## src/sv/assert_macros.svh

```systemverilog
// ----------------------------------------------------------------------------
// Assertion macros
// Shared concurrent assertion forms on aclk, with reset masking.
// ----------------------------------------------------------------------------
`ifndef ASSERT_MACROS_SVH
`define ASSERT_MACROS_SVH

// Checks prop at every aclk edge outside reset.
`define UPC_ASSERT(label, prop, msg) \
    label: assert property (@(posedge aclk) disable iff (!aresetn) (prop)) \
        else $error(msg);

// Checks that trig implies cons in the next cycle, outside reset.
`define UPC_ASSERT_NEXT(label, trig, cons, msg) \
    label: assert property (@(posedge aclk) disable iff (!aresetn) \
        (trig) |=> (cons)) else $error(msg);

`endif

```

## src/sv/upc_pkg.sv

```systemverilog
// ----------------------------------------------------------------------------
// URL percent codec package
// Mode codes, result set types and character helpers.
// ----------------------------------------------------------------------------
package upc_pkg;

    localparam logic [1:0] MODE_PASS = 2'd0;
    localparam logic [1:0] MODE_ENC  = 2'd1;
    localparam logic [1:0] MODE_DEC  = 2'd2;

    localparam logic [1:0] ESC_IDLE = 2'd0;
    localparam logic [1:0] ESC_PCT  = 2'd1;
    localparam logic [1:0] ESC_HIGH = 2'd2;

    localparam int unsigned MaxRes = 3;

    typedef struct packed {
        logic [7:0] data;
        logic       has_byte;
        logic       last;
    } res_word_t;

    typedef struct packed {
        logic [1:0] cnt;
        res_word_t  w2;
        res_word_t  w1;
        res_word_t  w0;
    } res_set_t;

    function automatic logic [7:0] hex_char(input logic [3:0] nib);
        hex_char = (nib > 4'd9) ? ({4'd0, nib} + 8'd55) : ({4'd0, nib} + 8'd48);
    endfunction

    function automatic logic [5:0] digit_value(input logic [7:0] c);
        logic [7:0] d;
        begin
            d = 8'd0;
            if (c >= "A" && c <= "Z") begin
                d = c - 8'd55;
            end else if (c >= "a" && c <= "z") begin
                d = c - 8'd87;
            end else if (c >= "0" && c <= "9") begin
                d = c - 8'd48;
            end
            digit_value = d[5:0];
        end
    endfunction

    function automatic logic is_unreserved(input logic [7:0] c);
        is_unreserved = (c >= "A" && c <= "Z") || (c >= "a" && c <= "z") ||
                        (c >= "0" && c <= "9") || c == "-" || c == "_" ||
                        c == "." || c == "~";
    endfunction

    function automatic res_word_t mk_word(input logic [7:0] data, input logic has,
                                          input logic last);
        res_word_t w;
        begin
            w.data     = data;
            w.has_byte = has;
            w.last     = last;
            mk_word    = w;
        end
    endfunction

endpackage

```

## src/sv/upc_xform.sv

```systemverilog
// ----------------------------------------------------------------------------
// URL codec transform stage
// Input word register, mode register, escape state and per-word translation.
// ----------------------------------------------------------------------------
`include "assert_macros.svh"

module upc_xform (
    input  logic              aclk,
    input  logic              aresetn,
    input  logic              cfg_we,
    input  logic [1:0]        cfg_wdata,
    input  logic              s_tvalid,
    output logic              s_tready,
    input  logic [7:0]        s_tdata,
    input  logic              s_tlast,
    input  logic              buf_free,
    output logic              load,
    output upc_pkg::res_set_t res_set
);
    import upc_pkg::*;

    logic       in_vld_reg;
    logic [7:0] in_byte_reg;
    logic       in_last_reg;
    logic [1:0] mode_reg;
    logic [1:0] phase_reg, phase_next;
    logic [5:0] hi_reg, hi_next;
    logic [5:0] dv;
    logic [7:0] esc_val;

    assign load     = in_vld_reg && buf_free;
    assign s_tready = !in_vld_reg || load;

    always_ff @(posedge aclk) begin
        if (!aresetn) begin
            in_vld_reg <= 1'b0;
            mode_reg   <= MODE_PASS;
            phase_reg  <= ESC_IDLE;
            hi_reg     <= 6'd0;
        end else begin
            if (cfg_we) begin
                mode_reg <= cfg_wdata;
            end
            if (s_tvalid && s_tready) begin
                in_vld_reg <= 1'b1;
            end else if (load) begin
                in_vld_reg <= 1'b0;
            end
            if (load) begin
                phase_reg <= phase_next;
                hi_reg    <= hi_next;
            end
        end
    end

    always_ff @(posedge aclk) begin
        if (s_tvalid && s_tready) begin
            in_byte_reg <= s_tdata;
            in_last_reg <= s_tlast;
        end
    end

    assign dv      = digit_value(in_byte_reg);
    assign esc_val = {hi_reg[3:0], 4'd0} + {2'd0, dv};

    always_comb begin
        res_set    = '0;
        phase_next = ESC_IDLE;
        hi_next    = 6'd0;
        res_set.cnt = 2'd1;
        res_set.w0  = mk_word(in_byte_reg, 1'b1, in_last_reg);
        case (mode_reg)
            MODE_ENC: begin
                if (is_unreserved(in_byte_reg)) begin
                    res_set.w0 = mk_word(in_byte_reg, 1'b1, in_last_reg);
                end else if (in_byte_reg == " ") begin
                    res_set.w0 = mk_word("+", 1'b1, in_last_reg);
                end else begin
                    res_set.cnt = 2'd3;
                    res_set.w0  = mk_word("%", 1'b1, 1'b0);
                    res_set.w1  = mk_word(hex_char(in_byte_reg[7:4]), 1'b1, 1'b0);
                    res_set.w2  = mk_word(hex_char(in_byte_reg[3:0]), 1'b1, in_last_reg);
                end
            end
            MODE_DEC: begin
                if (phase_reg == ESC_PCT) begin
                    if (in_last_reg) begin
                        res_set.w0 = mk_word(8'd0, 1'b0, 1'b1);
                    end else begin
                        res_set.cnt = 2'd0;
                        phase_next  = ESC_HIGH;
                        hi_next     = dv;
                    end
                end else if (phase_reg == ESC_HIGH) begin
                    res_set.w0 = mk_word(esc_val, 1'b1, in_last_reg);
                end else if (in_byte_reg == "+") begin
                    res_set.w0 = mk_word(" ", 1'b1, in_last_reg);
                end else if (in_byte_reg == "%") begin
                    if (in_last_reg) begin
                        // string ends on the percent sign: bare end mark
                        res_set.w0 = mk_word(8'd0, 1'b0, 1'b1);
                    end else begin
                        res_set.cnt = 2'd0;
                        phase_next  = ESC_PCT;
                    end
                end
            end
            default: begin
            end
        endcase
    end

    `UPC_ASSERT(a_phase_legal, phase_reg != 2'd3, "escape phase reached unused code")
    `UPC_ASSERT_NEXT(a_nondec_clears, load && mode_reg != MODE_DEC,
                     phase_reg == ESC_IDLE, "escape not cleared outside decode")
    `UPC_ASSERT_NEXT(a_last_clears, load && in_last_reg,
                     phase_reg == ESC_IDLE, "escape survives end of string")

endmodule

```

## src/sv/upc_out_buf.sv

```systemverilog
// ----------------------------------------------------------------------------
// URL codec result buffer
// Holds up to three result words per input, sends one per cycle if m_tready.
// ----------------------------------------------------------------------------
`include "assert_macros.svh"

module upc_out_buf (
    input  logic              aclk,
    input  logic              aresetn,
    input  logic              load,
    input  upc_pkg::res_set_t res_set,
    output logic              buf_free,
    output logic              m_tvalid,
    input  logic              m_tready,
    output logic [7:0]        m_tdata,
    output logic [0:0]        m_tuser,
    output logic              m_tlast
);
    import upc_pkg::*;

    res_word_t  ent_reg [MaxRes];
    logic [1:0] rem_reg;
    logic [1:0] pos_reg;
    logic       emit;
    res_word_t  cur;

    assign m_tvalid = (rem_reg != 2'd0);
    assign emit     = m_tvalid && m_tready;
    assign buf_free = (rem_reg == 2'd0) || (rem_reg == 2'd1 && m_tready);
    assign cur      = ent_reg[pos_reg];
    assign m_tdata  = cur.data;
    assign m_tuser  = cur.has_byte;
    assign m_tlast  = cur.last;

    always_ff @(posedge aclk) begin
        if (!aresetn) begin
            rem_reg <= 2'd0;
            pos_reg <= 2'd0;
        end else if (load) begin
            rem_reg <= res_set.cnt;
            pos_reg <= 2'd0;
        end else if (emit) begin
            rem_reg <= rem_reg - 2'd1;
            pos_reg <= pos_reg + 2'd1;
        end
    end

    always_ff @(posedge aclk) begin
        if (load) begin
            ent_reg[0] <= res_set.w0;
            ent_reg[1] <= res_set.w1;
            ent_reg[2] <= res_set.w2;
        end
    end

    `UPC_ASSERT(a_no_overwrite, !load || rem_reg == 2'd0 || (rem_reg == 2'd1 && m_tready),
                "result buffer loaded while words remain")
    `UPC_ASSERT(a_pos_range, !m_tvalid || (pos_reg + rem_reg <= 3'd3),
                "result position past buffer end")

endmodule

```

## src/sv/url_percent_codec_core.sv

```systemverilog
// ----------------------------------------------------------------------------
// URL percent codec core
// Byte-stream passthrough / URL encode / URL decode with stream handshakes.
// ----------------------------------------------------------------------------
//  channel | dir | tdata          | tuser     | tlast
//  s_      | in  | [7:0] in_byte  | -         | in_last
//  m_      | out | [7:0] out_byte | [0] has_byte | out_last
//  cfg_    | in  | [1:0] mode     | -         | -
//
//  One input word is taken per cycle while s_tready is high; the result
//  buffer sends one word per cycle while m_tready is high. An encoded escape
//  gives three result words, all other words one (none for escape digits
//  still pending). Path: input register, then result buffer.
//  Reset (aresetn low, synchronous) clears mode, escape state and valids.
//  A stall on m_ holds the buffer; s_tready drops once the input register
//  also holds a word that cannot move on.
// ----------------------------------------------------------------------------
module url_percent_codec_core (
    input  logic       aclk,
    input  logic       aresetn,
    input  logic       cfg_we,
    input  logic [1:0] cfg_wdata,  // mode: 0 pass, 1 encode, 2 decode
    input  logic       s_tvalid,
    output logic       s_tready,
    input  logic [7:0] s_tdata,    // [7:0] in_byte
    input  logic       s_tlast,    // in_last
    output logic       m_tvalid,
    input  logic       m_tready,
    output logic [7:0] m_tdata,    // [7:0] out_byte
    output logic [0:0] m_tuser,    // [0] has_byte
    output logic       m_tlast     // out_last
);
    import upc_pkg::*;

    logic     load;
    logic     buf_free;
    res_set_t res_set;

    // translation stage: input register, mode and escape state
    upc_xform u_xform (
        .aclk      (aclk),
        .aresetn   (aresetn),
        .cfg_we    (cfg_we),
        .cfg_wdata (cfg_wdata),
        .s_tvalid  (s_tvalid),
        .s_tready  (s_tready),
        .s_tdata   (s_tdata),
        .s_tlast   (s_tlast),
        .buf_free  (buf_free),
        .load      (load),
        .res_set   (res_set)
    );

    // result buffer: serializes up to three words per input word
    upc_out_buf u_out_buf (
        .aclk     (aclk),
        .aresetn  (aresetn),
        .load     (load),
        .res_set  (res_set),
        .buf_free (buf_free),
        .m_tvalid (m_tvalid),
        .m_tready (m_tready),
        .m_tdata  (m_tdata),
        .m_tuser  (m_tuser),
        .m_tlast  (m_tlast)
    );

endmodule

```

## config.mk

```make
export PLATFORM = sky130hd
export DESIGN_NAME = url_percent_codec_core
export DESIGN_NICKNAME = d
export VERILOG_FILES = /design/src/sv/upc_pkg.sv /design/src/sv/upc_xform.sv /design/src/sv/upc_out_buf.sv /design/src/sv/url_percent_codec_core.sv
export VERILOG_INCLUDE_DIRS = /design/src /design/src/sv
export SDC_FILE = /design/constraint.sdc
export NUM_CORES = 1
export LEC_CHECK = 0
export ABC_AREA = 1
export BUFFER_PORTS_ARGS = -buffer_cell sky130_fd_sc_hd__buf_4
export CELL_PAD_IN_SITES_DETAIL_PLACEMENT = 0
export CELL_PAD_IN_SITES_GLOBAL_PLACEMENT = 1
export CORE_UTILIZATION = 42
export CTS_BUF_LIST = sky130_fd_sc_hd__clkbuf_2
export CTS_CLUSTER_DIAMETER = 50
export CTS_CLUSTER_SIZE = 25
export DETAILED_ROUTE_END_ITERATION = 12
export PLACE_DENSITY = 0.89
export RECOVER_POWER = 50
export SLEW_MARGIN = 20
export SYNTH_ARGS = -nofsm -noshare
export SYNTH_HDL_FRONTEND = slang
export SYNTH_HIERARCHICAL = 1
export SYNTH_SLANG_ARGS = --single-unit
```

## constraint.sdc

```tcl
create_clock -name aclk -period 3.16 [get_ports aclk]
set_input_delay 0.158 -clock aclk [delete_from_list [all_inputs] [get_ports aclk]]
set_output_delay 0.158 -clock aclk [all_outputs]
set_load 0.03 [all_outputs]
```

* After elaboration in Yosys (flattened, before gate mapping) *
Memory sizes are Yosys's and may differ from the RTL's. A register that Yosys moved wholly into a read port is not among the register bits.
Cells that the tools add are included.

storage, ports and cells
  bits in registers = 22
  bits in writable memories = 30
  input port bits = 16
  output and inout bits = 12
  logic and storage cells = 101
  memories = 1

memories
  name               depth  width  read ports  clocked after Yosys merged registers in  wr ports  line               RTL
  u_out_buf.ent_reg  3      10     1           1                                        3         upc_out_buf.sv:21  res_word_t ent_reg [MaxRes];

operators by class
  add/subtract/negate cells = 10
  order comparisons = 8
  eq/ne operators = 12
  mux-type cells = 40
  bitwise operators = 1
  reductions and logical operators = 21

operators with widths
  operator                                                        number
  two-way mux 10 bit                                              6
  two-way mux 22 bit                                              2
  == test 8 x 6 -> 1 bit, second input constant                   5
  adder 4 x 6 -> 7 bit, second input constant                     4
  two-way mux 2 bit                                               13
  two-way mux 6 bit                                               4
  two-way mux 20 bit                                              1
  case mux 10 bit (2 select lines)                                1
  == test 8 x 7 -> 1 bit, second input constant                   2
  >= comparator 8 x 7 -> 1 bit, second input constant             2
  less-or-equal comparator 8 x 7 -> 1 bit, second input constant  2
  two-way mux 8 bit                                               2
  two-way mux 4 bit                                               3
  subtractor 6 bit, second input constant                         2
  adder 8 x 6 -> 8 bit                                            1
  >= comparator 8 x 6 -> 1 bit, second input constant             1
  greater-than comparator 4 bit, second input constant            2
  less-or-equal comparator 8 x 6 -> 1 bit, second input constant  1
  logical OR 1 bit                                                8
  logical AND 1 bit                                               7
  two-way mux 1 bit                                               7
  == test 2 x 1 -> 1 bit, second input constant                   3
  nonzero test 2 bit                                              3
  subtractor 6 x 5 -> 6 bit, second input constant                1
  8 further kinds                                                 9

* Depth between registers and ports, before layout *
  depth after elaboration = 11
  depth in mapped cells = 21
  mapped depth without buffers = 21

* By module *
Netlist, hierarchy kept.

modules (own cells, without submodules)
  module       instances  cells an instance  area an instance (um^2)
  upc_xform    1          327                2015.7
  upc_out_buf  1          114                1395.1

* Worst setup path after synthesis *
No wires, ideal clock.

  kind = flip-flop to flip-flop
  start point = register u_xform.in_byte_reg[5]
  end point = memory u_out_buf/ent_reg[0][8] (netlist bit) (data pin)
  data arrival time = 2.686 ns
  slack = 0.203 ns
  stages on the path, launching flop included = 22
  period minus slack after synthesis = 2.957 ns
  path through = edfxtp_1 inv_1 ha_1 inv_1 nor2_1 nand2_1 nand2_1 nand2_1 nand2_4 nand2_4 nand2_1 o211ai_1 o21ai_0 ha_1 inv_1 fa_1 a21oi_1 o21ai_0 o211ai_1 o21ai_0 nand2_1 a31oi_1

RTL lines
  what                    line               RTL
  from (decl)             upc_xform.sv:23    logic [7:0] in_byte_reg;
  from (signal assigned)  upc_xform.sv:58    in_byte_reg <= s_tdata;
  to (decl)               upc_out_buf.sv:21

==> flow_summary.ini <==
[placement]
dpl-instance-area_um2 = 3800
gp_congestion = 0.909
hpwl_um = 6190
place_ws_ps = 20.2
io_buffers = 27

[yosys]
netlist_area_um2 = 3410
ys_seq_elements = 54
yosys_warnings = 6
postSynthAreaPerCell_um2 = 7.73
synth_top_area_cell = edfxtp_1
synthTopCellsByArea = edfxtp_1 (34%), nand2_1 (13%), dfxtp_1 (8.8%), a21oi_1 (6.5%), ha_1 (5.9%)
postSynthCellCount = 441
ys_types = 40
yosys.area.top_type_share = 0.343
ys_seq_area_frac = 0.431

[route]
num_vias = 3072
wl_per_cell_um = 13.7
drt-total-wl_um = 8340
drtIter0Drc = 155
ant_nets = 0
drc = 0
dr.pass1.iters = 5
via_per_inst = 5.04

[clocking]
cts_root_buf = clkbuf_2
clk_latency_ps = 460
clockBufferDepth = 2
clkTransAtPathRegs_ps = 290
cts_num_sinks = 54
cts_buffers = 5
cts_tree = built
h-tree-depth = 2

[die]
rows = 32
ioPinCount = 28
start_util = 0.437
dieArea_um2 = 8490
die_w_um = 92.1
design.core.area_um2 = 7810
die_h_um = 92.1

[layout]
largest_reg_flops = 30
area_delta_synth_final_pct = 21.1
insertedDiodeCount = 0
seq_area_um2 = 1470
drive_gt1_frac = 0.183
final_cell_mix = nand2_1 (115), inv_1 (50), a21oi_1 (44)
multiInputGateArea_um2 = 1670
layout_commonest_cell = nand2_1
final_nets = 539
final.fill_count = 723
final_cell_area_um2 = 4130

[timing]
fin_skew_ps = 13.8
setup-violations-final = 0
fin_crit_ps = 3000
fin_ws_ps = 155
slew_headroom = 0.442
worst_slew_pin_slew_ps = 837
timing.fmax_mhz = 333
hold_viol_final = 0
drv_slew = 0
layout_worst_path_cycle_share = 0.951

[critical_path]
cp.required_ps = 3420
crit_path_end_kind = register
cp-start-kind = register
arrival_ps = 3270
cp_max_fo = 7
critPathKind = reg2reg

[run]
cap_violations = 0

[power_and_ir_drop]
power_density_nw_per_um2 = 486
ir_drop_uv = 201
p_leak_uw = 0.00188

[worst_hold_path]
hp-class = in2reg

[global_routing]
grt_pass1_wl_um = 13900
grt_overflow_total = 0
gr-usage-all-layers = 0.208
grt_pass1_vias = 2876
grt_max_degree = 33
antenna_found_initial = 0

[outcome]
status = finished clean
-- power by group --
part / total [uW] / leakage, uW / switching (uW) / internal, uW
Clock: 375 / 0.0000436 / 237 / 139
Sequential: 909 / 0.000494 / 46.8 / 862
Combinational: 725 / 0.00134 / 469 / 256
-- metrics by stage --
stage,std cells,hold slack [ps],utilization,TNS (ps),power (uW)
after global routing,609,384,0.529,-20.9,2130
after detailed placement,575,337,0.486,0,1610
after CTS,600,362,0.517,0,2000
final,609,407,0.529,0,2010
after global placement,575,336,0.486,0,1600
after floorplan,443,257,-,0,1390
-- metal layers --
| metal | track usage | vias to the layer above | wire [um] |
|---|---|---|---|
| met3 | 0.0290 | 13 | 302 |
| met5 | 0 | - | 0 |
| li1 | - | 1570 | - |
| met4 | 0.0547 | 0 | 127 |
| met1 | 0.288 | 1408 | 4030 |
| met2 | 0.341 | 81 | 3890 |
-- cell usage after synthesis --
library cell  instances
conb_1                1
a211oi_1              1
clkbuf_1              5
o21ai_2               2
nor4_1                2
nand3b_1              1
nand3_1              32
o21ai_0              14
a31oi_1               3
inv_2                 5
nand4_2               1
a21oi_2               1
xor2_1                4
a21oi_1              44
or2_1                 1
a22oi_1               1
o211ai_1              3
nor3_1                2
buf_2                 3
nand3_4               1
nor2_1               44
a22o_1                1
o21ai_1               1
inv_1                51
edfxtp_1             39
o311ai_0              1
clkinv_1              4
o21bai_2              1
nand4_1               3
nand2_4               3
nor3_2                2
dfxtp_1              15
or2_2                 1
buf_4                 6
nand2_2               4
nand2_1             117
fa_1                  1
ha_1                 16
nor2_4                2
nor2_2                2
-- path summary, 6_finish.rpt --
kind / depth (start not counted) / from / slack (ps) / to
worst max-delay path: 20 / u_xform/in_byte_reg[5] / 160 / u_out_buf/ent_reg[0][8]
worst max register to register: 20 / u_xform/in_byte_reg[5] / 160 / u_out_buf/ent_reg[0][8]
worst min register to register: 2 / u_xform/phase_reg[0] / 490 / u_xform/phase_reg[0]
worst min-delay path: 2 / s_tlast / 410 / u_xform/in_last_reg
-- repair_timing --
action | CTS | global route
setup buffers | 0 | 9
gates resized for setup | 0 | 19
hold buffers | 17 | 0
setup endpoints to repair | 0 | 2
hold endpoints to repair | 18 | 0
-- cell families (layout without fill, tap and decap cells) --
group           Yosys count  count (layout)  synth area share
fa+ha+maj                17              17            0.0646
other cells               1               3           0.00110
simple gates            218             218             0.284
xor+xnor                  4               4            0.0103
compound gates           73              73             0.119
flops                    54              54             0.431
buf+inv                  74             138            0.0891
-- worst max-delay path, stage by stage, from the launching register on --
cell and delay, ps:
edfxtp_1 530, buf_6 170, ha_1 210, nand3_2 100, nand2_1 70, inv_1 50, nand2_1 80, nand2_4 100
nand2_4 80, nand2_2 70, o211ai_1 80, o21ai_1 100, ha_2 200, inv_1 50, fa_1 380, a21oi_1 150
o21ai_1 100, o211ai_1 90, o21ai_1 90, nand2_1 60, a31oi_1 80
-- area by class of cell --
cell class / instances / share of cell area
multi-input cells: 315 / 0.403
flip-flops and latches: 54 / 0.356
repair buffers: 70 / 0.137
inverters: 60 / 0.0554
well taps: 102 / 0.0309
clock inverters: 3 / 0.0115
clock buffers: 5 / 0.00606
Note: power is estimated with default switching activity, not from simulation.
